--- src/rtl/core/mgb_pkg.sv ---
// Shared types and constants for the mono glyph blitter.
// No dependencies; every other file of the block imports this package.
package mgb_pkg;

  // Fixed field widths
  localparam int unsigned CoordW    = 13;
  localparam int unsigned ScrW      = 13;
  localparam int unsigned ColorW    = 24;
  localparam int unsigned GlyphCfgW = 7;
  localparam int unsigned FmtW      = 2;
  localparam int unsigned AddrW     = 32;
  localparam int unsigned CfgIdxW   = 3;
  localparam int unsigned CfgDataW  = 32;

  // Screen position of a byte, one bit wider than a coordinate
  localparam int unsigned PosW      = CoordW + 1;
  // Row start in pixels: y * screen_width
  localparam int unsigned RowW      = PosW + ScrW;

  // One lane for each pixel of a bitmap byte
  localparam int unsigned Lanes     = 8;
  localparam int unsigned LaneIdxW  = 3;

  // Configuration register indexes
  localparam logic [CfgIdxW-1:0] CfgScreenWidth  = 3'd0;
  localparam logic [CfgIdxW-1:0] CfgScreenHeight = 3'd1;
  localparam logic [CfgIdxW-1:0] CfgPixelFormat  = 3'd2;
  localparam logic [CfgIdxW-1:0] CfgPixelColor   = 3'd3;
  localparam logic [CfgIdxW-1:0] CfgGlyphWidth   = 3'd4;
  localparam logic [CfgIdxW-1:0] CfgGlyphHeight  = 3'd5;
  localparam logic [CfgIdxW-1:0] CfgFrameBase    = 3'd6;
  localparam logic [CfgIdxW-1:0] CfgFrameValid   = 3'd7;

  // Pixel format codes
  localparam logic [FmtW-1:0] Fmt8  = 2'd0;
  localparam logic [FmtW-1:0] Fmt16 = 2'd1;
  localparam logic [FmtW-1:0] Fmt24 = 2'd2;
  localparam logic [FmtW-1:0] Fmt32 = 2'd3;

  // Input word
  typedef struct packed {
    logic [7:0]        bitmap_byte;
    logic              start_req;
    logic [CoordW-1:0] origin_x;
    logic [CoordW-1:0] origin_y;
  } mgb_in_t;

  // Output word: one framebuffer write
  typedef struct packed {
    logic [AddrW-1:0]  write_address;
    logic [ColorW-1:0] write_data;
    logic [1:0]        byte_count;
    logic              last;
  } mgb_out_t;

  // A byte placed on the screen grid, handed from the position stage to the lanes
  typedef struct packed {
    logic [PosW-1:0] x0;
    logic [PosW-1:0] y;
    logic [7:0]      bits;
  } mgb_pos_item_t;

endpackage

--- src/rtl/core/mgb_pos.sv ---
// Position tracker: latches the glyph origin, walks byte column and row,
// and registers each drawable byte with its screen position. Uses mgb_pkg.
module mgb_pos import mgb_pkg::*; #(
  parameter int unsigned MAX_GLYPH_DIM = 64
) (
  input  logic                 clk_i,
  input  logic                 rst_ni,
  input  logic [GlyphCfgW-1:0] glyph_width_i,
  input  logic [GlyphCfgW-1:0] glyph_height_i,
  input  logic                 in_valid_i,
  output logic                 in_stall_o,
  input  mgb_in_t              in_word_i,
  output logic                 s1_valid_o,
  output mgb_pos_item_t        s1_item_o,
  input  logic                 s1_take_i
);

  localparam int unsigned DimW = $clog2(MAX_GLYPH_DIM + 1);
  localparam int unsigned ExtW = (DimW > GlyphCfgW) ? DimW : GlyphCfgW;
  localparam int unsigned ColW = $clog2(MAX_GLYPH_DIM / 8 + 1);

  logic [ColW-1:0]   col_q, col_d;
  logic [DimW-1:0]   row_q, row_d;
  logic [CoordW-1:0] lx_q, lx_d;
  logic [CoordW-1:0] ly_q, ly_d;
  logic              active_q, active_d;
  logic              s1_valid_q, s1_valid_d;
  mgb_pos_item_t     s1_item_q, s1_item_d;

  logic              accept;
  logic [ExtW-1:0]   w_ext, h_ext;
  logic [DimW-1:0]   eff_w, eff_h;
  logic [DimW:0]     w_round;
  logic [ColW-1:0]   bpr;

  // Saturate glyph geometry and derive bytes per row
  always_comb begin
    w_ext   = ExtW'(glyph_width_i);
    h_ext   = ExtW'(glyph_height_i);
    eff_w   = (w_ext > ExtW'(MAX_GLYPH_DIM)) ? DimW'(MAX_GLYPH_DIM) : w_ext[DimW-1:0];
    eff_h   = (h_ext > ExtW'(MAX_GLYPH_DIM)) ? DimW'(MAX_GLYPH_DIM) : h_ext[DimW-1:0];
    w_round = {1'b0, eff_w} + (DimW+1)'(7);
    bpr     = ColW'(w_round >> 3);
  end

  assign accept     = in_valid_i && (!s1_valid_q || s1_take_i);
  assign in_stall_o = s1_valid_q && !s1_take_i;

  // Advance the glyph walk on each accepted word
  always_comb begin
    col_d      = col_q;
    row_d      = row_q;
    lx_d       = lx_q;
    ly_d       = ly_q;
    active_d   = active_q;
    s1_item_d  = s1_item_q;
    s1_valid_d = s1_valid_q && !s1_take_i;
    if (accept) begin
      if (in_word_i.start_req) begin
        lx_d     = in_word_i.origin_x;
        ly_d     = in_word_i.origin_y;
        col_d    = '0;
        row_d    = '0;
        active_d = 1'b1;
      end
      if (active_d) begin
        if ((bpr == '0) || (row_d >= eff_h)) begin
          // empty glyph or walked past the last row: drop the word
          active_d = 1'b0;
        end else begin
          s1_valid_d     = 1'b1;
          s1_item_d.x0   = PosW'(lx_d) + PosW'({col_d, 3'b000});
          s1_item_d.y    = PosW'(ly_d) + PosW'(row_d);
          s1_item_d.bits = in_word_i.bitmap_byte;
          col_d          = col_d + ColW'(1);
          if (col_d >= bpr) begin
            col_d = '0;
            row_d = row_d + DimW'(1);
            if (row_d >= eff_h) begin
              active_d = 1'b0;
            end
          end
        end
      end
    end
  end

  // Hold walk state and stage valid
  always_ff @(posedge clk_i or negedge rst_ni) begin
    if (!rst_ni) begin
      col_q      <= '0;
      row_q      <= '0;
      lx_q       <= '0;
      ly_q       <= '0;
      active_q   <= 1'b0;
      s1_valid_q <= 1'b0;
    end else begin
      col_q      <= col_d;
      row_q      <= row_d;
      lx_q       <= lx_d;
      ly_q       <= ly_d;
      active_q   <= active_d;
      s1_valid_q <= s1_valid_d;
    end
  end

  // Stage payload
  always_ff @(posedge clk_i) begin
    s1_item_q <= s1_item_d;
  end

  assign s1_valid_o = s1_valid_q;
  assign s1_item_o  = s1_item_q;

`ifndef ASSERT_OFF
  // A word waiting for the lanes must not change under it
  a_s1_hold: assert property (@(posedge clk_i) disable iff (!rst_ni)
    s1_valid_q && !s1_take_i |=> s1_valid_q && $stable(s1_item_q))
    else $error("position stage changed while held");
`endif

endmodule

--- src/rtl/core/mgb_lane.sv ---
// One pixel lane: places a bitmap bit on its column and clips it to the
// screen width. Uses mgb_pkg.
module mgb_lane import mgb_pkg::*; #(
  parameter int unsigned LANE = 0
) (
  input  logic [PosW-1:0] x0_i,
  input  logic            bit_i,
  input  logic [ScrW-1:0] screen_width_i,
  output logic            hit_o
);

  logic [PosW-1:0] x;

  // Column of this lane and horizontal clip
  assign x     = x0_i + PosW'(LANE);
  assign hit_o = bit_i && (x < PosW'(screen_width_i));

endmodule

--- src/rtl/core/mgb_merge.sv ---
// Merge stage: holds the lane hit mask of one byte and issues its writes
// left to right through an output register. Uses mgb_pkg.
module mgb_merge import mgb_pkg::*; (
  input  logic              clk_i,
  input  logic              rst_ni,
  input  logic [FmtW-1:0]   pixel_format_i,
  input  logic [ColorW-1:0] pixel_color_i,
  input  logic [AddrW-1:0]  frame_base_i,
  input  logic              load_valid_i,
  input  logic [Lanes-1:0]  mask_i,
  input  logic [PosW-1:0]   x0_i,
  input  logic [RowW-1:0]   row_i,
  output logic              ready_o,
  output logic              out_valid_o,
  input  logic              out_stall_i,
  output mgb_out_t          out_word_o
);

  logic                ser_valid_q, ser_valid_d;
  logic [Lanes-1:0]    ser_mask_q, ser_mask_d;
  logic [PosW-1:0]     ser_x0_q;
  logic [RowW-1:0]     ser_row_q;
  logic                out_valid_q, out_valid_d;
  mgb_out_t            out_q, out_d;

  logic [LaneIdxW-1:0] sel;
  logic [Lanes-1:0]    rest;
  logic                last;
  logic                out_adv;
  logic                load;
  logic [AddrW-1:0]    pix, scaled;

  // Pick the leftmost pending lane
  always_comb begin
    sel = '0;
    for (int i = Lanes - 1; i >= 0; i--) begin
      if (ser_mask_q[i]) begin
        sel = LaneIdxW'(i);
      end
    end
  end

  assign rest = ser_mask_q & ~(Lanes'(1) << sel);
  assign last = (rest == '0);

  assign out_adv = ser_valid_q && (!out_valid_q || !out_stall_i);
  assign ready_o = !ser_valid_q || (out_adv && last);
  assign load    = load_valid_i && ready_o;

  // Address and colour of the selected pixel
  always_comb begin
    pix = AddrW'(ser_row_q) + AddrW'(ser_x0_q) + AddrW'(sel);
    out_d.last = last;
    case (pixel_format_i)
      Fmt8: begin
        scaled           = pix;
        out_d.write_data = {16'h0000, pixel_color_i[7:0]};
        out_d.byte_count = 2'd1;
      end
      Fmt16: begin
        scaled           = pix << 1;
        out_d.write_data = {8'h00, pixel_color_i[15:0]};
        out_d.byte_count = 2'd2;
      end
      Fmt24: begin
        scaled           = pix + (pix << 1);
        out_d.write_data = pixel_color_i;
        out_d.byte_count = 2'd3;
      end
      default: begin
        scaled           = pix << 2;
        out_d.write_data = pixel_color_i;
        out_d.byte_count = 2'd3;
      end
    endcase
    out_d.write_address = frame_base_i + scaled;
  end

  // Serializer and output valid
  always_comb begin
    ser_valid_d = ser_valid_q;
    ser_mask_d  = ser_mask_q;
    if (load) begin
      ser_valid_d = 1'b1;
      ser_mask_d  = mask_i;
    end else if (out_adv) begin
      ser_mask_d = rest;
      if (last) begin
        ser_valid_d = 1'b0;
      end
    end
    out_valid_d = out_valid_q;
    if (out_adv) begin
      out_valid_d = 1'b1;
    end else if (!out_stall_i) begin
      out_valid_d = 1'b0;
    end
  end

  always_ff @(posedge clk_i or negedge rst_ni) begin
    if (!rst_ni) begin
      ser_valid_q <= 1'b0;
      ser_mask_q  <= '0;
      out_valid_q <= 1'b0;
    end else begin
      ser_valid_q <= ser_valid_d;
      ser_mask_q  <= ser_mask_d;
      out_valid_q <= out_valid_d;
    end
  end

  // Payload registers
  always_ff @(posedge clk_i) begin
    if (load) begin
      ser_x0_q  <= x0_i;
      ser_row_q <= row_i;
    end
    if (out_adv) begin
      out_q <= out_d;
    end
  end

  assign out_valid_o = out_valid_q;
  assign out_word_o  = out_q;

`ifndef ASSERT_OFF
  // A held byte always has a pixel left to write
  a_mask_live: assert property (@(posedge clk_i) disable iff (!rst_ni)
    ser_valid_q |-> (ser_mask_q != '0))
    else $error("serializer holds an empty mask");

  // A write that is not the last leaves the byte in the serializer
  a_not_last: assert property (@(posedge clk_i) disable iff (!rst_ni)
    out_adv && !last |=> ser_valid_q && ($countones(ser_mask_q) == $countones($past(rest))))
    else $error("serializer lost pixels of a byte");
`endif

endmodule

--- src/rtl/core/mono_glyph_blitter.sv ---
// Mono glyph blitter top: config registers, position tracker, eight clip lanes,
// row multiplier and write merge stage. Uses mgb_pkg, mgb_pos, mgb_lane, mgb_merge.
// The first write of a byte passes the position register, serializer and output
// register. One write per cycle from the single merge stage while the output is not
// stalled; a byte with nothing visible is dropped. Reset is asynchronous,
// active low: no glyph in progress, all pipeline stages empty, config at defaults.
module mono_glyph_blitter import mgb_pkg::*; #(
  parameter int unsigned MAX_GLYPH_DIM = 64
) (
  input  logic                clk_i,
  input  logic                rst_ni,
  input  logic                in_valid_i,
  output logic                in_stall_o,
  input  mgb_in_t             in_word_i,
  output logic                out_valid_o,
  input  logic                out_stall_i,
  output mgb_out_t            out_word_o,
  input  logic                cfg_we_i,
  input  logic [CfgIdxW-1:0]  cfg_index_i,
  input  logic [CfgDataW-1:0] cfg_data_i
);

  logic [ScrW-1:0]      screen_width_q;
  logic [ScrW-1:0]      screen_height_q;
  logic [FmtW-1:0]      pixel_format_q;
  logic [ColorW-1:0]    pixel_color_q;
  logic [GlyphCfgW-1:0] glyph_width_q;
  logic [GlyphCfgW-1:0] glyph_height_q;
  logic [AddrW-1:0]     frame_base_q;
  logic                 frame_valid_q;

  logic                 s1_valid;
  mgb_pos_item_t        s1_item;
  logic                 s1_take;
  logic [Lanes-1:0]     hit;
  logic [Lanes-1:0]     mask;
  logic                 y_ok;
  logic [RowW-1:0]      row;
  logic                 merge_ready;

  // Configuration registers
  always_ff @(posedge clk_i or negedge rst_ni) begin
    if (!rst_ni) begin
      screen_width_q  <= ScrW'(640);
      screen_height_q <= ScrW'(480);
      pixel_format_q  <= Fmt32;
      pixel_color_q   <= ColorW'(24'hFFFFFF);
      glyph_width_q   <= GlyphCfgW'(8);
      glyph_height_q  <= GlyphCfgW'(16);
      frame_base_q    <= '0;
      frame_valid_q   <= 1'b0;
    end else if (cfg_we_i) begin
      case (cfg_index_i)
        CfgScreenWidth:  screen_width_q  <= cfg_data_i[ScrW-1:0];
        CfgScreenHeight: screen_height_q <= cfg_data_i[ScrW-1:0];
        CfgPixelFormat:  pixel_format_q  <= cfg_data_i[FmtW-1:0];
        CfgPixelColor:   pixel_color_q   <= cfg_data_i[ColorW-1:0];
        CfgGlyphWidth:   glyph_width_q   <= cfg_data_i[GlyphCfgW-1:0];
        CfgGlyphHeight:  glyph_height_q  <= cfg_data_i[GlyphCfgW-1:0];
        CfgFrameBase:    frame_base_q    <= cfg_data_i[AddrW-1:0];
        CfgFrameValid:   frame_valid_q   <= cfg_data_i[0];
        default: begin
        end
      endcase
    end
  end

  // Glyph walk and byte placement
  mgb_pos #(
    .MAX_GLYPH_DIM (MAX_GLYPH_DIM)
  ) u_pos (
    .clk_i          (clk_i),
    .rst_ni         (rst_ni),
    .glyph_width_i  (glyph_width_q),
    .glyph_height_i (glyph_height_q),
    .in_valid_i     (in_valid_i),
    .in_stall_o     (in_stall_o),
    .in_word_i      (in_word_i),
    .s1_valid_o     (s1_valid),
    .s1_item_o      (s1_item),
    .s1_take_i      (s1_take)
  );

  // Horizontal clip, one lane per pixel; lane 0 takes bit 7
  for (genvar i = 0; i < Lanes; i++) begin : g_lane
    mgb_lane #(
      .LANE (i)
    ) u_lane (
      .x0_i           (s1_item.x0),
      .bit_i          (s1_item.bits[Lanes-1-i]),
      .screen_width_i (screen_width_q),
      .hit_o          (hit[i])
    );
  end

  // Vertical clip, frame gate and row start
  assign y_ok = frame_valid_q && (s1_item.y < PosW'(screen_height_q));
  assign mask = hit & {Lanes{y_ok}};
  assign row  = RowW'(s1_item.y) * RowW'(screen_width_q);

  // Drop bytes with nothing visible, else wait for the merge stage
  assign s1_take = s1_valid && ((mask == '0) || merge_ready);

  mgb_merge u_merge (
    .clk_i          (clk_i),
    .rst_ni         (rst_ni),
    .pixel_format_i (pixel_format_q),
    .pixel_color_i  (pixel_color_q),
    .frame_base_i   (frame_base_q),
    .load_valid_i   (s1_valid && (mask != '0)),
    .mask_i         (mask),
    .x0_i           (s1_item.x0),
    .row_i          (row),
    .ready_o        (merge_ready),
    .out_valid_o    (out_valid_o),
    .out_stall_i    (out_stall_i),
    .out_word_o     (out_word_o)
  );

endmodule
--- config.mk ---
export PLATFORM = sky130hd
export DESIGN_NAME = mono_glyph_blitter
export DESIGN_NICKNAME = d
export VERILOG_FILES = /design/src/rtl/core/mgb_pkg.sv /design/src/rtl/core/mgb_pos.sv /design/src/rtl/core/mgb_lane.sv /design/src/rtl/core/mgb_merge.sv /design/src/rtl/core/mono_glyph_blitter.sv
export SDC_FILE = /design/constraint.sdc
export NUM_CORES = 1
export LEC_CHECK = 0
export BUFFER_PORTS_ARGS = -buffer_cell sky130_fd_sc_hd__buf_2
export CAP_MARGIN = 20
export CORE_MARGIN = 5
export CORE_UTILIZATION = 35
export CTS_CLUSTER_DIAMETER = 150
export DETAILED_ROUTE_END_ITERATION = 8
export PLACE_DENSITY = 0.6
export REMOVE_ABC_BUFFERS = 1
export SYNTH_ARGS = -nofsm -noshare
export SYNTH_HDL_FRONTEND = slang
export SYNTH_SLANG_ARGS = --single-unit
export TNS_END_PERCENT = 30
--- constraint.sdc ---
create_clock -name clk_i -period 12.38 [get_ports clk_i]
set_input_delay 2.476 -clock clk_i [delete_from_list [all_inputs] [get_ports clk_i]]
set_output_delay 2.476 -clock clk_i [all_outputs]
set_load 0.1 [all_outputs]
# Word level (Yosys, flattened, before mapping)
# Cells that the tools add are included.
[op_classes]
reduce_logical = 44
bitwise = 4
multipliers = 1
n_mux = 42
order_cmp = 14
n_addsub = 16
shifts = 1
eq_ne = 10
[ops]
columns = ["cell", "n"]
rows = [
  ["14-bit by 13-bit < comparator with 1-bit output", 9],
  ["32-bit case mux with 3 select lines", 1],
  ["32-bit adder", 2],
  ["14-bit by 3-bit adder with 14-bit output, second input constant", 4],
  ["13-bit 2-to-1 mux", 4],
  ["26-bit case mux with 2 select lines", 1],
  ["7-bit 2-to-1 mux", 7],
  ["32-bit by 3-bit adder with 32-bit output", 1],
  ["13-bit by 7-bit adder with 14-bit output", 2],
  ["14-bit by 2-bit adder with 14-bit output, second input constant", 2],
  ["27-bit by 14-bit adder with 28-bit output", 1],
  ["14-bit by 13-bit multiplier with 27-bit output", 1],
  ["3-bit 2-to-1 mux", 8],
  ["4-bit 2-to-1 mux", 5],
  ["2-bit AND reduction", 9],
  ["8-bit bitwise AND", 2],
  ["1-bit logical AND", 16],
  ["8-bit logical NOT", 2],
  ["8-bit 2-to-1 mux", 2],
  ["14-bit by 1-bit adder with 14-bit output, second input constant", 1],
  ["7-bit >= comparator", 2],
  ["7-bit greater-than comparator, second input constant", 2],
  ["1-bit 2-to-1 mux", 14],
  ["3-bit == test, second input constant", 4],
  ["other kinds (20)", 30],
]
[totals]
register_bits = 284
inputBits = 75
elab_cells = 158
output_inout_bits = 61

# Longest topological paths before layout
# Gate-level depths: netlist of the first run.
[logic_depth]
depth_word = 25
mapped_depth = 38
depth_no_buf = 37

# Modules after synthesis
# Synthesis of the first run repeated with hierarchy kept, for this count alone.
[hier_totals]
cells_unflattened = 2729
area_unflattened_um2 = 27159.8
[by_module_without_submodules]
columns = ["module", "cells_per_inst", "instances", "seq_area_each_um2", "area_per_inst_um2"]
rows = [
  ["mono_glyph_blitter", 991, 1, 2519.9, 10067.2],
  ["mgb_merge", 801, 1, 3253.1, 8569.5],
  ["mgb_pos", 392, 1, 2057.0, 4536.9],
  ["mgb_lane at g_lane[3].u_lane", 76, 1, 0.0, 556.8],
  ["mgb_lane at g_lane[7].u_lane", 74, 1, 0.0, 540.5],
  ["mgb_lane at g_lane[5].u_lane", 71, 1, 0.0, 524.3],
  ["mgb_lane at g_lane[2].u_lane", 68, 1, 0.0, 511.7],
  ["mgb_lane at g_lane[1].u_lane", 72, 1, 0.0, 510.5],
  ["mgb_lane at g_lane[4].u_lane", 70, 1, 0.0, 503.0],
  ["mgb_lane at g_lane[6].u_lane", 71, 1, 0.0, 501.7],
  ["mgb_lane at g_lane[0].u_lane", 43, 1, 0.0, 337.8],
]

# Worst setup path before layout of the first run
# Ideal clock, no wire load.
[synth_timing]
kind = "reg-to-reg"
startpoint = "register u_merge.ser_row_q[0]"
endpoint = "register u_merge.out_q, in the netlist u_merge.out_word_o[58] (data pin)"
setup_time_ns = 0.262
synth_period_minus_slack_ns = 7.103
required_time_ns = 12.118
arrival_time_ns = 6.841
path_buffers = 1
stages_incl_launch_ff = 30
path_slack_ns = 5.277
cell_sequence = "edfxtp_1 ha_1 fa_1 a211oi_2 o2111ai_1 o21ai_1 o211ai_2 or4_1 clkbuf_2 xnor2_1 ha_1 a21oi_1 o21ai_0 o21a_1 a311o_1 o21bai_1 nor2_1 o211a_1 a211oi_2 o21a_1 nor2_1 a2111oi_0 nor2_1 mux4_2 ha_1 nor3_1 nor2_1 a31oi_1 a21oi_1 xor2_1"
[synth_rtl]
columns = ["element", "line_no", "rtl"]
rows = [
  ["start, declared", "mgb_merge.sv:22", "logic [RowW-1:0] ser_row_q;"],
  ["start signal, assigned", "mgb_merge.sv:116", "ser_row_q <= row_i;"],
  ["end signal, assigned", "mgb_merge.sv:119", "out_q <= out_d;"],
  ["end, declared", "mgb_merge.sv:24", "mgb_out_t out_q, out_d;"],
]

==> results of run 1 <==
==> registers in the layout, summed over array words and instances (netlist names), 2 cells and up <==
name,cells
pixel_color_q,24
u_pos.col_q,4
u_pos.s1_item_o,36
glyph_width_q,7
u_merge.ser_mask_q,8
frame_base_q,32
u_merge.out_word_o,59
screen_width_q,13
u_merge.ser_x0_q,14
u_pos.ly_q,13
u_pos.row_q,7
screen_height_q,13
glyph_height_q,7
u_merge.ser_row_q,27
pixel_format_q,2
u_pos.lx_q,13
==> worst paths after layout <==
check / startpoint / end
max: u_merge.ser_mask_q[0] / u_merge.out_word_o[58]
min: u_pos.ly_q[10] / u_pos.ly_q[10]
max reg2reg: u_merge.ser_mask_q[0] / u_merge.out_word_o[58]
min reg2reg: u_pos.ly_q[10] / u_pos.ly_q[10]
max in group asynchronous: rst_ni / frame_base_q[24]
min in group asynchronous: rst_ni / u_pos.lx_q[3]
==> final cells by class <==
cell class / instances / area [um2] / area share [%]
tap: 969 / 1212 / 4.135
clock buffer: 49 / 1032 / 3.521
sequential: 284 / 7830 / 26.71
inverter: 244 / 915.9 / 3.124
timing repair buffer: 153 / 837.1 / 2.855
multi-input combinational: 2048 / 17280 / 58.93
clock inverter: 16 / 214.0 / 0.7297
==> metrics by stage <==
step           hold WS, ps  util [%]  worst slack, ps  cell area, um2
2_1_floorplan        466.2         -             5274           26000
3_3_place_gp         482.1     37.61             4494           28050
3_5_place_dp         488.3     37.61             4334           28050
4_1_cts              500.4     39.28             4286           29290
5_1_grt              509.8     39.32             3662           29320
6_report             497.8     39.32             4160           29320
==> cell families (layout without fill, tap and decap cells) <==
family	count (synthesis)	after routing	synth area share, %
and+or+nand+nor	717	717	13.67
AOI/OAI and AO/OA	535	535	13.35
adders and majority gates	432	432	24.42
buffers and inverters	337	462	4.915
DFF	284	284	29.69
xor gates and xnor gates	224	224	7.439
muxes	138	138	6.499
other	1	2	0.01422
==> layer usage <==
metal / vias to the layer above / global-route usage, % / share of wire, %
li1: 9513 / - / -
met1: 9412 / 22.00 / 46
met2: 393 / 26.75 / 47
met3: 79 / 2.468 / 4.7
met4: 4 / 3.855 / 2.1
met5: - / 0 / 0.052
==> worst register-to-register path: cells and delay by family (launching register included) <==
kind | cells | cell delay [ps]
AOI/OAI and AO/OA | 14 | 3480
buffers and inverters | 2 | 190
xor gates and xnor gates | 3 | 520
DFF | 1 | 440
and+or+nand+nor | 7 | 1790
adders and majority gates | 3 | 1100
muxes | 1 | 470
==> Yosys cell counts (9+ instances only) <==
library cell	count
inv_1	243
o21bai_1	24
ha_1	294
a21oi_1	148
nand2_1	237
o21a_1	29
nand3_1	36
a31oi_1	15
nor2b_1	42
o21ai_0	112
dfstp_2	34
clkbuf_1	68
and2_1	92
a211oi_1	17
mux2_2	116
xor2_1	85
fa_1	138
nand2b_1	27
nand4_1	16
dfrtp_1	114
nor2_1	131
and3_1	23
mux4_2	15
or3_1	9
edfxtp_1	136
xnor2_1	139
nor3b_1	9
or2_2	13
nor3_1	34
nor4_1	10
buf_1	12
a21o_1	68
==> flow_summary.json, run 1 <==
{
  "slowest_delay_ps": 920,
  "grt_pass1_vias": 19290,
  "synth_edf_count": 136,
  "die_x_um": 284.5,
  "rsz0062_at_grt": "false",
  "maxCapViolations": 0,
  "grt_start_max_net_pins": 63,
  "yosys.area.top_type": "edfxtp_1",
  "cp.depth": 30,
  "grt_pass1_wl_um": 105800,
  "ios": 136,
  "dp_hpwl_um": 50550,
  "ys_warn_count": 0,
  "crit_type": "reg2reg",
  "rows": 100,
  "post_cts_resized": 0,
  "crit_top_cell": "a21oi_1",
  "diodes": 0,
  "cp-start-kind": "flop",
  "portBuffers": 135,
  "cts.htree.levels": 2,
  "start_util_pct": 35.37,
  "synth-main-ff-cell": "edfxtp_1",
  "hold_depth": 1,
  "slew_headroom_pct": 23.80,
  "clock_sinks": 284,
  "fp.dieH_um": 284.5,
  "antenna_found_initial": 6,
  "async_flop_share_pct": 52.11,
  "synthCells": 2668,
  "finalClockSkew_ps": 26.87,
  "clk_root_buffer_cell": "clkbuf_16",
  "stdcell_count": 3763,
  "fmax_mhz": 121.7,
  "synth.distinct_cells": 95,
  "drc": 0,
  "slew_viol_final": 0,
  "status": "finished clean",
  "drive_gt1_share_pct": 14.85,
  "ys_seq_elements": 284,
  "cp_num_buf_inv": 2,
  "wl_per_cell_um": 17.51,
  "place_inst": 3697,
  "grt_use_total_pct": 16.04,
  "die_area_mm2": 0.08094,
  "grt.overflow.total": 0,
  "layout.nets": 3274,
  "worst_slew_pin_slew_ps": 1133,
  "cts_buffer_depth": 3,
  "final_cell_mix": "ha_1 (294), inv_1 (242), nand2_1 (237), a21oi_1 (148), xnor2_1 (139)",
  "synth-seq-area-share_pct": 29.69,
  "setup_viol": 0,
  "vias": 19400,
  "clk_pin_slew_worst_paths_ps": 60,
  "synthTopCellsByArea": "edfxtp_1 (15%), ha_1 (14%), dfrtp_1 (11%), fa_1 (10%), mux2_2 (5.0%)",
  "area_growth_syn_to_layout_pct": 11.17,
  "r2r_setup_slack_ps": 4160,
  "critPathRequiredTime_ps": 12680,
  "fin_crit_sh_pct": 66.40,
  "synth_top_area_share_pct": 15.48,
  "drtIter0Drc": 1146,
  "ctsHoldBuffers": 0,
  "cts_buffers": 36,
  "antenna_left": 0,
  "arrival_ps": 8520,
  "globalplace.congestion": 0.8910,
  "hold_class": "reg2reg",
  "core-area_mm2": 0.07457,
  "nFillCells": 7394,
  "crit_path_end_kind": "flop",
  "fin_crit_ps": 8220,
  "cts_tree": "yes",
  "via_per_inst": 5.156,
  "finalSetupTns_ps": 0,
  "final_common_cell": "ha_1",
  "cp_max_fo": 8,
  "hold_viol": 0,
  "slowest_stage": "a21boi_0",
  "first_pass_iters": 7,
  "netlist_area_mm2": 0.02637,
  "synth_area_per_cell_um2": 9.885,
  "r2r_cells": 30,
  "post_cts_buffers": 0,
  "crit_family": "compound AO/OA/AOI/OAI gates",
  "clock_latency_ps": 560,
  "routed_wl_um": 65880
}
Power of run 1 is left out: the tool's default activity adds up to more than one toggle a clock period on the data nets, which glitch-free logic cannot reach.
==> run 2: changes to the inputs <==
==> constraint.sdc (replaced) <==
create_clock -name clk_i -period 8 [get_ports clk_i]
set_input_delay 1.6 -clock clk_i [delete_from_list [all_inputs] [get_ports clk_i]]
set_output_delay 1.6 -clock clk_i [all_outputs]
set_load 0.1 [all_outputs]
==> flow_summary.json, run 2 (synthesized netlist as in run 1, its figures left out) <==
{
  "critPathRequiredTime_ps": 8300,
  "area_growth_syn_to_layout_pct": 11.85,
  "hold_viol": 0,
  "hold_class": "reg2reg",
  "start_util_pct": 35.37,
  "crit_start": "u_merge.ser_mask_q[7]",
  "diodes": 0,
  "final_cell_mix": "ha_1 (292), inv_1 (242), nand2_1 (237), a21oi_1 (146), fa_1 (137)",
  "cts_buffers": 35,
  "ios": 136,
  "drc": 0,
  "slew_headroom_pct": 28.57,
  "r2r-start": "u_merge.ser_mask_q[7]",
  "cp-endpoint": "u_merge.out_word_o[58]",
  "die_area_mm2": 0.08094,
  "slowest_stage": "mux4_2",
  "grt.overflow.total": 0,
  "clock_sinks": 284,
  "portBuffers": 135,
  "cp_max_fo": 6,
  "grt_start_max_net_pins": 88,
  "drive_gt1_share_pct": 15.80,
  "worst_slew_pin_slew_ps": 1068,
  "timing.rr.end": "u_merge.out_word_o[58]",
  "status": "finished clean",
  "cts.htree.levels": 2,
  "fmax_mhz": 131.7,
  "crit_family": "compound AO/OA/AOI/OAI gates",
  "clock_latency_ps": 560,
  "vias": 19480,
  "ctsHoldBuffers": 0,
  "wl_per_cell_um": 17.33,
  "r2r_cells": 34,
  "grt_pass1_wl_um": 105800,
  "via_per_inst": 5.154,
  "globalplace.congestion": 0.8820,
  "arrival_ps": 7900,
  "clk_pin_slew_worst_paths_ps": 60,
  "clk_root_buffer_cell": "clkbuf_16",
  "grt_pass1_vias": 19450,
  "crit_path_end_kind": "flop",
  "core-area_mm2": 0.07457,
  "maxCapViolations": 0,
  "routed_wl_um": 65490,
  "place_inst": 3710,
  "slew_viol_final": 0,
  "first_pass_iters": 5,
  "slowest_delay_ps": 500,
  "fin_crit_ps": 7593,
  "grt_use_total_pct": 15.95,
  "fp.dieH_um": 284.5,
  "rows": 100,
  "nFillCells": 7350,
  "cts_tree": "yes",
  "dp_hpwl_um": 50730,
  "cts_buffer_depth": 3,
  "rsz0062_at_grt": "true",
  "fin_crit_sh_pct": 94.91,
  "cp_num_buf_inv": 2,
  "finalClockSkew_ps": 20.98,
  "antenna_found_initial": 7,
  "setup_viol": 0,
  "r2r_setup_slack_ps": 410,
  "largest_register_ff_count": 59,
  "crit_top_cell": "nor2_1",
  "drtIter0Drc": 1037,
  "final_common_cell": "ha_1",
  "stdcell_count": 3779,
  "cp-start-kind": "flop",
  "layout.nets": 3290,
  "crit_type": "reg2reg",
  "cp.depth": 34,
  "antenna_left": 0,
  "die_x_um": 284.5
}
==> run 2: routing by layer <==
metal  GRT usage [%]  vias to the layer above  routed length [um]
li1                -                     9564                   -
met1           21.42                     9415               29570
met2           27.00                      397               30940
met3           2.404                       96                3252
met4           4.246                        4                1688
met5               0                        -                  34
==> run 2: worst min-delay path by stage <==
stage / cells after the start / slack (ps) / from / end
6_report: 1 / 500 / u_pos.ly_q[7] / u_pos.ly_q[7]
5_1_grt: 1 / 520 / screen_height_q[0] / screen_height_q[0]
4_1_cts: 1 / 500 / u_pos.lx_q[12] / u_pos.lx_q[12]
3_5_place_dp: 1 / 490 / u_pos.ly_q[7] / u_pos.ly_q[7]
3_3_place_gp: 1 / 480 / u_pos.lx_q[12] / u_pos.lx_q[12]
2_1_floorplan: 1 / 470 / u_pos.col_q[2] / u_pos.col_q[2]
==> run 2: worst register-to-register path, delay by kind of cell (launching register included) <==
kind            cells  cell delay (ps)
simple gates       13             2140
xor+xnor            2              390
buf+inv             2              300
fa+ha+maj           4             1140
mux                 1              500
compound gates     12             2470
flops               1              400
==> run 2: repair_timing <==
action | CTS | global route
gates resized for setup | 0 | 17
setup buffers | 0 | 4
setup endpoints to repair | 0 | 7
==> run 2: through the flow <==
| step | TNS, ps | hold WS (ps) | utilization (%) | setup slack (ps) | area, um2 |
|---|---|---|---|---|---|
| after floorplan | 0 | 466.2 | - | 894.1 | 26000 |
| after global placement | 0 | 482.0 | 37.74 | 248.8 | 28140 |
| after detailed placement | 0 | 487.7 | 37.74 | 97.77 | 28140 |
| after CTS | 0 | 501.1 | 39.39 | 61.12 | 29380 |
| after global routing | -81.95 | 522.2 | 39.56 | -47.58 | 29500 |
| final | 0 | 499.0 | 39.56 | 407.3 | 29500 |
==> run 2: cell type report <==
class,count,area (um2),area share [%]
Clock buffer,41,939.7,3.185
Timing Repair Buffer,170,957.2,3.245
Sequential cell,284,7830,26.54
Multi-Input combinational cell,2048,17350,58.81
Clock inverter,23,294.0,0.9968
Tap cell,969,1212,4.110
Inverter,244,915.9,3.105
Power of run 2 is left out for the same reason.
==> run 3: changes to the inputs <==
--- a/config.mk
+++ b/config.mk
@@ -12,6 +12,7 @@
 export CTS_CLUSTER_DIAMETER = 150
 export DETAILED_ROUTE_END_ITERATION = 8
 export PLACE_DENSITY = 0.6
+export RECOVER_POWER = 25
 export REMOVE_ABC_BUFFERS = 1
 export SYNTH_ARGS = -nofsm -noshare
 export SYNTH_HDL_FRONTEND = slang
==> flow_summary.json, run 3 (synthesized netlist as in run 1, its figures left out) <==
{
  "hold_viol": 0,
  "hold_class": "reg2reg",
  "start_util_pct": 35.37,
  "clk_root_buffer_cell": "clkbuf_16",
  "clock_sinks": 284,
  "grt_use_total_pct": 15.95,
  "grt.overflow.total": 0,
  "nFillCells": 7361,
  "die_area_mm2": 0.08094,
  "first_pass_iters": 5,
  "finalSetupTns_ps": 0,
  "slew_viol_final": 88,
  "fmax_mhz": 131.6,
  "cp-start-kind": "flop",
  "antenna_found_initial": 7,
  "violations": "max-capacitance violations, max-slew violations",
  "setup_viol": 0,
  "cts_buffer_depth": 3,
  "critPathRequiredTime_ps": 8300,
  "crit_path_end_kind": "flop",
  "maxCapViolations": 1,
  "finalClockSkew_ps": 23.72,
  "slowest_delay_ps": 500,
  "fin_crit_ps": 7596,
  "grt_pass1_wl_um": 105800,
  "diodes": 0,
  "largest_register_ff_count": 59,
  "r2r_setup_slack_ps": 400,
  "cts_buffers": 35,
  "dp_hpwl_um": 50730,
  "crit_type": "reg2reg",
  "slew_headroom_pct": -226.5,
  "grt_start_max_net_pins": 88,
  "core-area_mm2": 0.07457,
  "worst_slew_pin_slew_ps": 4897,
  "ctsHoldBuffers": 0,
  "layout.nets": 3290,
  "ios": 136,
  "cts.htree.levels": 2,
  "cts_tree": "yes",
  "via_per_inst": 5.144,
  "cp_max_fo": 6,
  "grt_pass1_vias": 19450,
  "clock_latency_ps": 560,
  "die_x_um": 284.5,
  "slowest_stage": "mux4_2",
  "area_growth_syn_to_layout_pct": 11.67,
  "routed_wl_um": 65540,
  "clk_pin_slew_worst_paths_ps": 60,
  "antenna_left": 0,
  "drc": 0,
  "fin_crit_sh_pct": 94.95,
  "rsz0062_at_grt": "true",
  "globalplace.congestion": 0.8820,
  "fp.dieH_um": 284.5,
  "drive_gt1_share_pct": 15.12,
  "wl_per_cell_um": 17.34,
  "multiInputGateArea_mm2": 0.01734,
  "final_common_cell": "ha_1",
  "rows": 100,
  "vias": 19440,
  "arrival_ps": 7900,
  "status": "finished, violations left",
  "crit_top_cell": "nor2_1",
  "seq_area_mm2": 0.007830,
  "drtIter0Drc": 1063,
  "final_cell_mix": "ha_1 (292), inv_1 (243), nand2_1 (237), a21oi_1 (146), fa_1 (137)",
  "portBuffers": 135
}
==> run 3: cell types whose count changed in the layout (fill, tap and decap cells not counted), sizes merged <==
cell	delta
clkbuf	+13
buf	-13
==> run 3: layout make-up <==
| cell class | instances | share of cell area (%) |
|---|---|---|
| clock buffer | 41 | 3.191 |
| clock inverter | 23 | 0.9984 |
| inverter | 244 | 3.110 |
| multi-input combinational | 2048 | 58.89 |
| sequential | 284 | 26.59 |
| tap | 969 | 4.117 |
| timing repair buffer | 170 | 3.106 |
==> run 3: worst paths after layout <==
path | from | end | depth (start not counted)
max | u_merge.ser_row_q[0] | u_merge.out_word_o[58] | 31
max reg2reg | u_merge.ser_row_q[0] | u_merge.out_word_o[58] | 31
min in group asynchronous | rst_ni | u_pos.lx_q[3] | 1
min reg2reg | u_pos.ly_q[7] | u_pos.ly_q[7] | 1
min | u_pos.ly_q[7] | u_pos.ly_q[7] | 1
max in group asynchronous | rst_ni | frame_base_q[24] | 2
==> run 3: critical path, delay by kind of cell, from the launching register on <==
| kind | cells | cell delay, ps |
|---|---|---|
| adders and majority gates | 5 | 1750 |
| xor gates and xnor gates | 3 | 570 |
| buffers and inverters | 2 | 300 |
| AOI/OAI and AO/OA | 10 | 2180 |
| muxes | 1 | 500 |
| and+or+nand+nor | 10 | 1680 |
| DFF | 1 | 380 |
==> run 3: through the flow <==
stage	hold slack [ps]	cells	area [um2]	worst slack, ps	util (%)
after detailed placement	487.7	3710	28140	97.77	37.74
after global routing	522.2	3779	29450	-47.58	39.49
after CTS	501.1	3774	29380	61.12	39.39
final	497.6	3779	29450	403.6	39.49
after floorplan	466.2	2576	26000	894.1	-
after global placement	482.0	3710	28140	248.8	37.74
==> run 3: timing repair <==
action / in CTS / in global routing
resized for setup: 0 / 17
setup endpoints to repair: 0 / 7
buffers inserted: 0 / 4
==> run 3: layer usage <==
layer	vias to the layer above	track usage, %	part of all wire (%)
met4	4	4.246	2.5
met2	404	27.00	47
li1	9562	-	-
met5	-	0	0.052
met1	9379	21.42	45
met3	91	2.404	4.9
Power of run 3 is left out for the same reason.
